### src/hw/rtl/slme_pkg.sv
// ----------------------------------------------------------------------------
// Sorted list merge package
// Shared types, widths and codes for the two-way sorted list merge engine.
// ----------------------------------------------------------------------------
package slme_pkg;

  // Value width and list storage geometry.
  localparam int VAL_W      = 64;
  localparam int LIST_DEPTH = 32;
  localparam int ADDR_W     = (LIST_DEPTH > 1) ? $clog2(LIST_DEPTH) : 1;
  localparam int CNT_W      = $clog2(LIST_DEPTH + 1);

  localparam logic [CNT_W-1:0] LIST_FULL = CNT_W'(LIST_DEPTH);

  // Request operation codes.
  typedef enum logic [1:0] {
    OP_APPEND_FIRST  = 2'd0,
    OP_APPEND_SECOND = 2'd1,
    OP_MERGE         = 2'd2
  } op_t;

  // Sequencer states, one-hot.
  typedef enum logic [2:0] {
    ST_IDLE  = 3'b001,
    ST_PRIME = 3'b010,
    ST_MERGE = 3'b100
  } state_t;

  // Decision of the compare unit for one merge step.
  typedef struct packed {
    logic take_first;
    logic is_last;
  } pick_t;

endpackage

### src/hw/rtl/slme_pick.sv
// ----------------------------------------------------------------------------
// Merge compare unit
// Compares the two list heads and decides which one leaves next, and whether
// it is the final value of the run.
// ----------------------------------------------------------------------------
module slme_pick (
  input  logic signed [slme_pkg::VAL_W-1:0] head_first,
  input  logic signed [slme_pkg::VAL_W-1:0] head_second,
  input  logic [slme_pkg::CNT_W-1:0]        ptr_first,
  input  logic [slme_pkg::CNT_W-1:0]        ptr_second,
  input  logic [slme_pkg::CNT_W-1:0]        cnt_first,
  input  logic [slme_pkg::CNT_W-1:0]        cnt_second,
  output slme_pkg::pick_t                   pick
);
  import slme_pkg::*;

  logic           first_left;
  logic           second_left;
  logic [CNT_W:0] done_sum;
  logic [CNT_W:0] total;

  // While both lists hold values, the first list wins only when strictly smaller; ties go to the second list.
  assign first_left  = ptr_first < cnt_first;
  assign second_left = ptr_second < cnt_second;
  assign pick.take_first = !second_left || (first_left && (head_first < head_second));

  // The value leaving now is the last one when it completes the total count.
  assign done_sum = {1'b0, ptr_first} + {1'b0, ptr_second} + (CNT_W+1)'(1);
  assign total    = {1'b0, cnt_first} + {1'b0, cnt_second};
  assign pick.is_last = done_sum == total;

endmodule

### config.mk
export PLATFORM = sky130hd
export DESIGN_NAME = slme_pick
export DESIGN_NICKNAME = d
export VERILOG_FILES = /design/src/hw/rtl/slme_pkg.sv /design/src/hw/rtl/slme_pick.sv
export SDC_FILE = /design/constraint.sdc
export NUM_CORES = 1
export LEC_CHECK = 0
export BUFFER_PORTS_ARGS = -buffer_cell sky130_fd_sc_hd__buf_2
export CAP_MARGIN = 10
export CORE_ASPECT_RATIO = 0.75
export CORE_MARGIN = 2
export CORE_UTILIZATION = 45
export DETAILED_ROUTE_END_ITERATION = 10
export PLACE_DENSITY = 0.85
export SLEW_MARGIN = 0
export SYNTH_ARGS = -nofsm -noshare
export SYNTH_HDL_FRONTEND = slang
export SYNTH_SLANG_ARGS = --single-unit
### constraint.sdc
create_clock -name vclk -period 4.96
set_input_delay 0.744 -clock vclk [all_inputs]
set_output_delay 0.744 -clock vclk [all_outputs]
set_load 0.01 [all_outputs]
; Word-level counts from Yosys, hierarchy flattened
; Index checks and enable logic that the tools add are counted.
; W data, S select, Z words.
[totals]
reg_bits = 0
inputBits = 152
word_cells = 10
[op_classes]
addsub = 3
n_lt_le_gt_ge = 3
n_eq_ne = 1
n_reduce_logical = 3
[ops]
columns = op, n
row1 = $lt A64 B64 Y1, 1
row2 = $add A6 B6 Y7, 2
row3 = $lt A6 B6 Y1, 2
row4 = $add A7 B1 Y7 const B, 1
row5 = $eq A7 B7 Y1, 1
row6 = $logic_and A1 B1 Y1, 1
row7 = $logic_not A1 Y1, 1
row8 = $logic_or A1 B1 Y1, 1

; Logic depth before layout (Yosys ltp)
[depth]
ltp_word = 3
ltp_mapped = 10
depth_no_buf = 10

; Worst setup path before layout
; OpenSTA, ideal clock, no wires.
[synth_timing]
kind = input -> output
start = input port head_second[43] (netlist bit)
end = output port pick[1] (netlist bit)
t_arrival_ns = 2.499
required_ns = 4.216
path_slack_ns = 1.717
path_stages = 9
n_path_buf = 0
path_cell_list = inv_1 ha_1 a21oi_2 o21ai_1 a221o_1 a2111o_1 a211oi_2 o2111ai_1 o311ai_1
[synth_rtl]
columns = element, line_no
row1 = from (decl), slme_pick.sv:8  ; input logic signed [slme_pkg::VAL_W-1:0] head_second,
row2 = to (decl), slme_pick.sv:13  ; output slme_pkg::pick_t pick

==> results.sh <==
export IMPL_status="finished clean"
export IMPL_design_seq_count=0
export IMPL_setup_viol_count_final=0
export IMPL_postCtsResizedCells=0
export IMPL_ant_nets=0
export IMPL_yosysSeqAreaShare=0
export IMPL_wl_per_cell_um=11.42
export IMPL_fmax_mhz=273.8
export IMPL_critPathMaxFanout=2
export IMPL_hp_class="in2out"
export IMPL_cts_hold_buf=0
export IMPL_drv_cap=0
export IMPL_num_vias=2621
export IMPL_finalHoldViolCount=0
export IMPL_cpPeakStageDelay_ns=0.34
export IMPL_min_path_cells=5
export IMPL_regArea_um2=0
export IMPL_wl_um=5995
export IMPL_areaGrowthSynthToFinish_pct=36.23
export IMPL_syn_area_per_cell_um2=7.507
export IMPL_crit_arrival_ns=2.91
export IMPL_timing_final_crit_share=0.7363
export IMPL_die_area_mm2=0.005786
export IMPL_synth_fp_nets=550
export IMPL_overflow=0
export IMPL_slew_headroom=0.7235
export IMPL_die_y_um=66.38
export IMPL_drive_above_1_share=0.3398
export IMPL_crit_buf_inv=2
export IMPL_initial_utilization=0.4712
export IMPL_final_nets=706
export IMPL_worst_slew_pin_transition_ns=0.4042
export IMPL_post_route_util=0.6419
export IMPL_cp_depth=10
export IMPL_cp_slowest_cell="a221o_1"
export IMPL_io_pins=154
export IMPL_p_per_area_mw_per_mm2=83.30
export IMPL_viasPerCell=4.992
export IMPL_crit_path_end_kind="primary output"
export IMPL_yosysTopAreaCellShare=0.4555
export IMPL_globalplace_congestion=0.8637
export IMPL_drc=0
export IMPL_die_width_um=87.17
export IMPL_required_ns=4.22
export IMPL_antenna_found_initial=0
export IMPL_ys_warn_count=0
export IMPL_leakage_uw=0.002093
export IMPL_yosysTopAreaCell="ha_1"
export IMPL_grt_max_degree=4
export IMPL_fillCellCount=467
export IMPL_vdd_drop_max_uv=37.54
export IMPL_period_minus_slack_ns=3.652
export IMPL_setup_worst_path_class="in2out"
export IMPL_holdWs_ns=1.981
export IMPL_drt_iter0_markers=31
export IMPL_setup_tns_ns=0
export IMPL_synth_cell_types=35
export IMPL_n_antenna_cell=0
export IMPL_synthCells=311
export IMPL_io_buffer_count=154
export IMPL_drv_slew=0
export IMPL_synthTopCellsByArea="ha_1 46%, inv_1 13%, a21oi_1 6.0%, a21o_1 4.8%, xnor2_1 3.0%"
export IMPL_crit_chain="buf_2 > ha_1 > a21o_1 > a221o_1 > a221o_1 > o311ai_1 > and3_1 > o2111ai_1 > o311ai_1 > buf_2"
export IMPL_core_area_mm2=0.004955
export IMPL_cp_top_family="compound AO/OA/AOI/OAI gates"
export IMPL_post_cts_setup_buffer_count=0
export IMPL_grt_pass1_vias=2543
export IMPL_start_kind="input port"
export IMPL_n_clock_buffer=0
export IMPL_rows=22
export IMPL_grt_pass1_wl_um=9867
export IMPL_drt_pass1_iter_count=5
export IMPL_dpl_hpwl_um=5674
export IMPL_rsz0062_at_grt="no"
export IMPL_synth_area_mm2=0.002335
export IMPL_track_usage=0.2014
-- path summary, 6_finish.rpt --
check | startpoint | to | slack (ns)
max | head_first[9] | pick[1] | 1.31
min | ptr_second[5] | pick[1] | 1.98
-- area by class of cell --
cell class	count	area, µm²	area share
Inverter	79	296.5	0.09323
Multi-Input combinational cell	232	2038	0.6408
Tap cell	60	75.07	0.02360
Timing Repair Buffer	154	770.7	0.2423
-- cells in the final DEF, fill, tap and decap left out, drive strengths merged, types with 2 or more instances in the layout --
cell type,instances
nand2,15
a221oi,2
nand4,8
nand2b,5
o21bai,2
inv,79
xor2,5
buf,154
xnor2,8
o21a,3
a21o,15
a221o,3
o21ai,8
ha,85
nor2b,2
nor2,8
a21oi,29
fa,2
nor3,2
and3,2
o311ai,2
a211oi,2
and4,7
nand3,9
-- logic make-up after synthesis --
group / count (synthesis) / synth area share
compound gates: 71 / 0.2010
buf+inv: 79 / 0.1270
simple gates: 60 / 0.1409
xor+xnor: 14 / 0.05841
fa+ha+maj: 87 / 0.4727
-- metrics by stage --
stage / area [µm²] / total power [µW] / cells / setup slack (ns)
6_report: 3181 / 264.9 / 525 / 1.308
3_3_place_gp: 3181 / 253.9 / 525 / 1.336
5_1_grt: 3181 / 305.3 / 525 / 1.115
3_5_place_dp: 3181 / 264.8 / 525 / 1.280
4_1_cts: 3181 / 266.9 / 525 / 1.275
2_1_floorplan: 2335 / 163.1 / 311 / 1.717
-- worst min-delay path: stages --
cell and delay (ns):
buf_2 0.10, ha_1 0.12, a21oi_1 0.06, o311ai_1 0.07
buf_2 0.14
-- Yosys cell counts (all sizes together) --
| cell type | instances |
|---|---|
| nor2 | 8 |
| inv | 79 |
| nor3 | 2 |
| a221o | 3 |
| o311ai | 2 |
| nor2b | 2 |
| and4bb | 1 |
| a2111o | 1 |
| a21o | 15 |
| nand2 | 15 |
| fa | 2 |
| and2 | 1 |
| a211oi | 2 |
| xnor3 | 1 |
| xnor2 | 8 |
| a2111oi | 1 |
| a21oi | 29 |
| o21a | 3 |
| o32ai | 1 |
| a221oi | 2 |
| and3 | 2 |
| o2111ai | 1 |
| xor2 | 5 |
| nand2b | 5 |
| o21ai | 8 |
| a21boi | 1 |
| ha | 85 |
| and4 | 7 |
| nand4 | 8 |
| o21bai | 2 |
| nand3 | 9 |
-- routing by layer --
| metal | wire length [µm] | global-route usage | up-vias |
|---|---|---|---|
| li1 | - | - | 1393 |
| met1 | 2655 | 0.2439 | 1143 |
| met2 | 2994 | 0.4074 | 81 |
| met3 | 312 | 0.007491 | 4 |
| met4 | 33 | 0.01154 | 0 |
| met5 | 0 | 0 | - |
-- where the power goes --
part           leakage [µW]  internal (µW)  switching (µW)
sequential                0              0               0
combinational       0.00209            143             122
clock                     0              0               0
total               0.00209            143             122
No activity file was read; power rests on OpenSTA's default activity.
