`src/hw/rtl/slme_ram.sv`:
```
// ----------------------------------------------------------------------------
// Generic RAM
// Single write port, single read port memory with a registered read.
// ----------------------------------------------------------------------------
module slme_ram #(
  parameter int WIDTH = 64,
  parameter int DEPTH = 32
) (
  input  logic                                     clk,
  input  logic                                     we,
  input  logic [((DEPTH > 1) ? $clog2(DEPTH) : 1)-1:0] waddr,
  input  logic [WIDTH-1:0]                         wdata,
  input  logic [((DEPTH > 1) ? $clog2(DEPTH) : 1)-1:0] raddr,
  output logic [WIDTH-1:0]                         rdata
);

  logic [WIDTH-1:0] mem [DEPTH];

  // Write port, and read port with the data registered.
  always_ff @(posedge clk) begin
    if (we) begin
      mem[waddr] <= wdata;
    end
    rdata <= mem[raddr];
  end

endmodule

```
`config.mk`:
```
export PLATFORM = sky130hd
export DESIGN_NAME = slme_ram
export DESIGN_NICKNAME = d
export VERILOG_FILES = /design/src/hw/rtl/slme_ram.sv
export SDC_FILE = /design/constraint.sdc
export NUM_CORES = 2
export LEC_CHECK = 0
export BUFFER_PORTS_ARGS = -buffer_cell sky130_fd_sc_hd__buf_4
export CAP_MARGIN = 10
export CORE_UTILIZATION = 60
export DETAILED_ROUTE_END_ITERATION = 12
export GPL_ROUTABILITY_DRIVEN = 0
export GPL_TIMING_DRIVEN = 0
export PLACE_DENSITY = 0.88
export REMOVE_ABC_BUFFERS = 1
export SKIP_LAST_GASP = 1
export SYNTH_ARGS = -nofsm -noshare
export SYNTH_HDL_FRONTEND = slang
export SYNTH_SLANG_ARGS = --single-unit
export TNS_END_PERCENT = 20
```
`constraint.sdc`:
```
create_clock -name clk -period 7.1 [get_ports clk]
set_input_delay 1.065 -clock clk [delete_from_list [all_inputs] [get_ports clk]]
set_output_delay 1.065 -clock clk [all_outputs]
set_load 0.005 [all_outputs]
```
; ---- After elaboration in Yosys (flattened, before gate mapping)
; Memories as Yosys holds them, arrays and structs flattened. A register that Yosys moved wholly into a read port is not among the register bits.
; Cells that the tools add are included.
[totals]
regBits = 0
ramBits = 2048
in_bits = 76
elab_cells = 3
memories = 1
[classes]
n_mux = 2
[memory_table]
columns = memory, depth, width, rd, rd_clocked_by_memory_dff, write_ports, line_no
row1 = mem, 32, 64, 1, 1, 1, 17  ; logic [WIDTH-1:0] mem [DEPTH];
[op_table]
columns = cell, n
row1 = $mux 1, 2

; ---- Logic depth before layout (Yosys ltp)
[logic_depth]
ltp_word = 2
ltp_mapped = 9
mapped_depth_nobuf = 4

; ---- Worst setup path before layout
; Ideal clock, no wire load.
[synth_timing]
path_kind = input -> register
startpoint = in waddr[1] (netlist bit)
endpoint = mem mem[12][0], enable pin
setup_time_ps = 486
arrival_ps = 4401
required_time_ps = 6614
path_slack_ps = 2213
path_stages = 3
path_buffers = 1
path_cell_list = or3b_2 clkbuf_1 nor2_1
[synth_lines]
columns = item, line_no
row1 = "start, declared", 11  ; input logic [((DEPTH > 1) ? $clog2(DEPTH) : 1)-1:0] waddr,
row2 = "end, declared", 17
; No word-level cell before the write port.

==> impl_metrics.yaml <==
timing:
  rsz0062_at_grt: "false"
  timing.setup.tns_ns: 0
  final_worst_clock_skew_ns: 0.02807
  max-slew-margin-rel: 0.08012
  layout_worst_path_cycle_share: 0.5415
  max_freq_mhz: 260.1
  total_count_of_hold_check_failures_in_the_final_report: 0
  period_minus_slack_ns: 3.844
  setup_viol_count_final: 0
  final_max_slew_viol_count: 0
  worst_pin_slew_ns: 1.377
clocking:
  count_of_h_tree_levels_built_during_cts: 4
  post_cts.resized_instances: 0
  cts_max_path_buffers: 3
  post_cts_buffers: 0
  cts.root.buffer_cell: "sky130_fd_sc_hd__clkbuf_16"
  worst_setup_hold_path_clk_slew_ns: 0.07
  tritoncts_clock_tree: "yes"
  cts-hold-fix-buffers: 0
  clock_sink_count: 2112
  worstSkewPairLatency_ns: 0.84
  tritoncts.num_buffers: 195
critical_path:
  crit_path_start_kind: "input port"
  crit_fanout: 76
  arrival_ns: 4.53
  worstSetupEndpointType: "flip-flop"
  setup.worst_path.class: "in2reg"
  crit_required_ns: 7.79
final_layout:
  post_route_cells_drive_above_1_share: 0.3561
  final_cell_mix: "sky130_fd_sc_hd__edfxtp_1 (2048), sky130_fd_sc_hd__mux4_2 (602), sky130_fd_sc_hd__clkbuf_16 (199), sky130_fd_sc_hd__buf_4 (134), sky130_fd_sc_hd__buf_12 (82)"
  fill_cells: 6885
  fin_cells: 5337
  final_net_count: 3484
  final_common_cell: "sky130_fd_sc_hd__edfxtp_1"
  area.growth.synth_to_final_pct: 15.46
floorplanning:
  core.rowCount: 132
  coreArea_sq_mm: 0.1300
  die_y_um: 364.8
  floorplan.io_pins: 140
  die_area_sq_mm: 0.1331
  dieWidth_um: 364.8
  start_util: 0.6075
run_status:
  status: "finished clean"
logic_synthesis:
  yosysSeqAreaShare: 0.7950
  syn-mean-instance-area_sq_um: 25.50
  synth_top_cells_by_area: "sky130_fd_sc_hd__edfxtp_1 (78%), sky130_fd_sc_hd__mux4_2 (17%), sky130_fd_sc_hd__dfxtp_1 (1.6%)"
  synth_top_area_share: 0.7788
  synth-seq-cells: 2112
  synth_area_sq_mm: 0.07896
  yosysUniqueCellTypes: 31
  gate_count_of_the_mapped_netlist: 3097
  synth_top_area_cell: "sky130_fd_sc_hd__edfxtp_1"
  synth_warnings: 0
route:
  antenna_left: 0
  avgViaCountPerCell: 7.371
  drt-pass1-iter-count: 6
  dr_total_vias: 39340
  drt-initial-drc-count: 7872
  drc: 0
  drt-total-wl_mm: 234.0
  post_drt_wl_per_cell_um: 43.84
pwr:
  share_comb_of_total_power: 0.051
  sequentialPowerShare: 0.535
  power-per-cell-area_mw_per_mm2: 285.6
  p_int_mw: 20.40
  pwr-share-clk: 0.414
  power.leakage_nw: 28.54
  power.ir.vdd_worst_v: 0.0001977
  switching_share: 0.2167
  total_switching_power_mw: 5.645
placement:
  place.detailed.hpwl_mm: 124.7
  port_buffers: 139
  placed_cell_count: 4953
global_routing:
  largest_net_degree_at_the_start_of_global_routing: 91
  grt-ovfl-total: 0
  grt_pass1_vias: 40325
  grt_use_total: 0.3557
  grt_first_pass_wirelength_mm: 317.6
  grt_antenna_before_repair: 16
min_path:
  worstHoldPathType: "in2reg"
job:
  drv.max_cap_violation_count: 0
## cells in the mapped netlist
| cell | number |
|---|---|
| sky130_fd_sc_hd__buf_6 | 3 |
| sky130_fd_sc_hd__o2bb2ai_1 | 3 |
| sky130_fd_sc_hd__o22ai_1 | 10 |
| sky130_fd_sc_hd__o21ai_0 | 9 |
| sky130_fd_sc_hd__a211oi_1 | 3 |
| sky130_fd_sc_hd__nand3b_1 | 5 |
| sky130_fd_sc_hd__o31a_1 | 3 |
| sky130_fd_sc_hd__nor2_1 | 41 |
| sky130_fd_sc_hd__nand2_1 | 3 |
| sky130_fd_sc_hd__and2_1 | 3 |
| sky130_fd_sc_hd__or3_1 | 1 |
| sky130_fd_sc_hd__mux2_2 | 74 |
| sky130_fd_sc_hd__mux2i_1 | 38 |
| sky130_fd_sc_hd__clkbuf_1 | 55 |
| sky130_fd_sc_hd__nand2b_1 | 2 |
| sky130_fd_sc_hd__o221ai_1 | 3 |
| sky130_fd_sc_hd__a221oi_1 | 12 |
| sky130_fd_sc_hd__or3b_2 | 2 |
| sky130_fd_sc_hd__nor2b_1 | 4 |
| sky130_fd_sc_hd__o211ai_1 | 3 |
| sky130_fd_sc_hd__a22o_1 | 1 |
| sky130_fd_sc_hd__buf_2 | 65 |
| sky130_fd_sc_hd__buf_4 | 14 |
| sky130_fd_sc_hd__inv_2 | 1 |
| sky130_fd_sc_hd__dfxtp_1 | 64 |
| sky130_fd_sc_hd__edfxtp_1 | 2048 |
| sky130_fd_sc_hd__and2_0 | 1 |
| sky130_fd_sc_hd__nand3_1 | 2 |
| sky130_fd_sc_hd__buf_1 | 19 |
| sky130_fd_sc_hd__a22oi_1 | 3 |
| sky130_fd_sc_hd__mux4_2 | 602 |
## sequential cells by signal, indices dropped and copies added, names as in the netlist
register / count
mem: 2048
rdata: 64
## metrics by stage
step	util	area [sq um]	setup slack (ns)	power [mW]	hold slack [ns]
final	0.7014	91170	3.256	26.04	0.6262
after global routing	0.7013	91160	3.041	26.50	0.6160
after CTS	0.7011	91130	3.304	26.02	0.5875
after detailed placement	0.6517	84710	2.464	15.45	0.8019
after global placement	0.6266	81450	-4.919	15.48	0.7790
after floorplan	-	78220	2.287	14.72	0.7164
## worst paths after layout
path / start / endpoint / slack [ns] / cells after the start
worst max-delay path: raddr[0] / rdata[4] / 3.26 / 7
worst min-delay path: wdata[47] / mem[10][47] / 0.63 / 1
worst max register to register: mem[18][4] / rdata[4] / 5.05 / 3
worst min register to register: mem[20][25] / rdata[25] / 0.81 / 4
## kinds of logic (layout without fill, tap and decap cells)
kind of cell           Yosys count  after routing  share of synthesized area
and+or+nand+nor                 64             64                   0.003787
other                            0             17                          0
buffers and inverters          157            638                   0.009444
muxes                          714            714                     0.1871
AOI/OAI and AO/OA               50             50                   0.004659
DFF                           2112           2112                     0.7950
## worst max-delay path: stages
cell	delay, ns
sky130_fd_sc_hd__buf_8	0.30
sky130_fd_sc_hd__buf_16	0.41
sky130_fd_sc_hd__buf_16	0.40
sky130_fd_sc_hd__buf_16	0.48
sky130_fd_sc_hd__mux4_2	0.64
sky130_fd_sc_hd__mux4_2	0.56
sky130_fd_sc_hd__mux2_2	0.36
## metal layers
layer / up-vias / GRT usage / part of all wire
met5: - / 0 / 0.00021
met4: 8 / 0.2147 / 0.067
met3: 879 / 0.07311 / 0.12
met2: 3927 / 0.5764 / 0.50
met1: 20381 / 0.4484 / 0.31
li1: 14145 / - / -
## cell type report
cell class | count | area (sq um) | share of cell area
clock buffers | 250 | 5271 | 0.05782
well taps | 1742 | 2180 | 0.02391
diodes | 17 | 42.54 | 0.0004666
multi-input cells | 828 | 15680 | 0.1720
inverters | 1 | 3.754 | 0.00004117
clock inverters | 117 | 1144 | 0.01254
repair buffers | 270 | 4071 | 0.04466
flip-flops and latches | 2112 | 62780 | 0.6886
## power groups by stage
stage / clock network [mW] / registers (mW) / logic, mW
final: 10.8 / 13.9 / 1.32
after global routing: 11.2 / 13.9 / 1.35
after CTS: 10.8 / 13.9 / 1.30
after detailed placement: 0 / 14.2 / 1.25
after global placement: 0 / 14.2 / 1.28
after floorplan: 0 / 14.2 / 0.542
No activity file was read; power rests on OpenSTA's default activity.
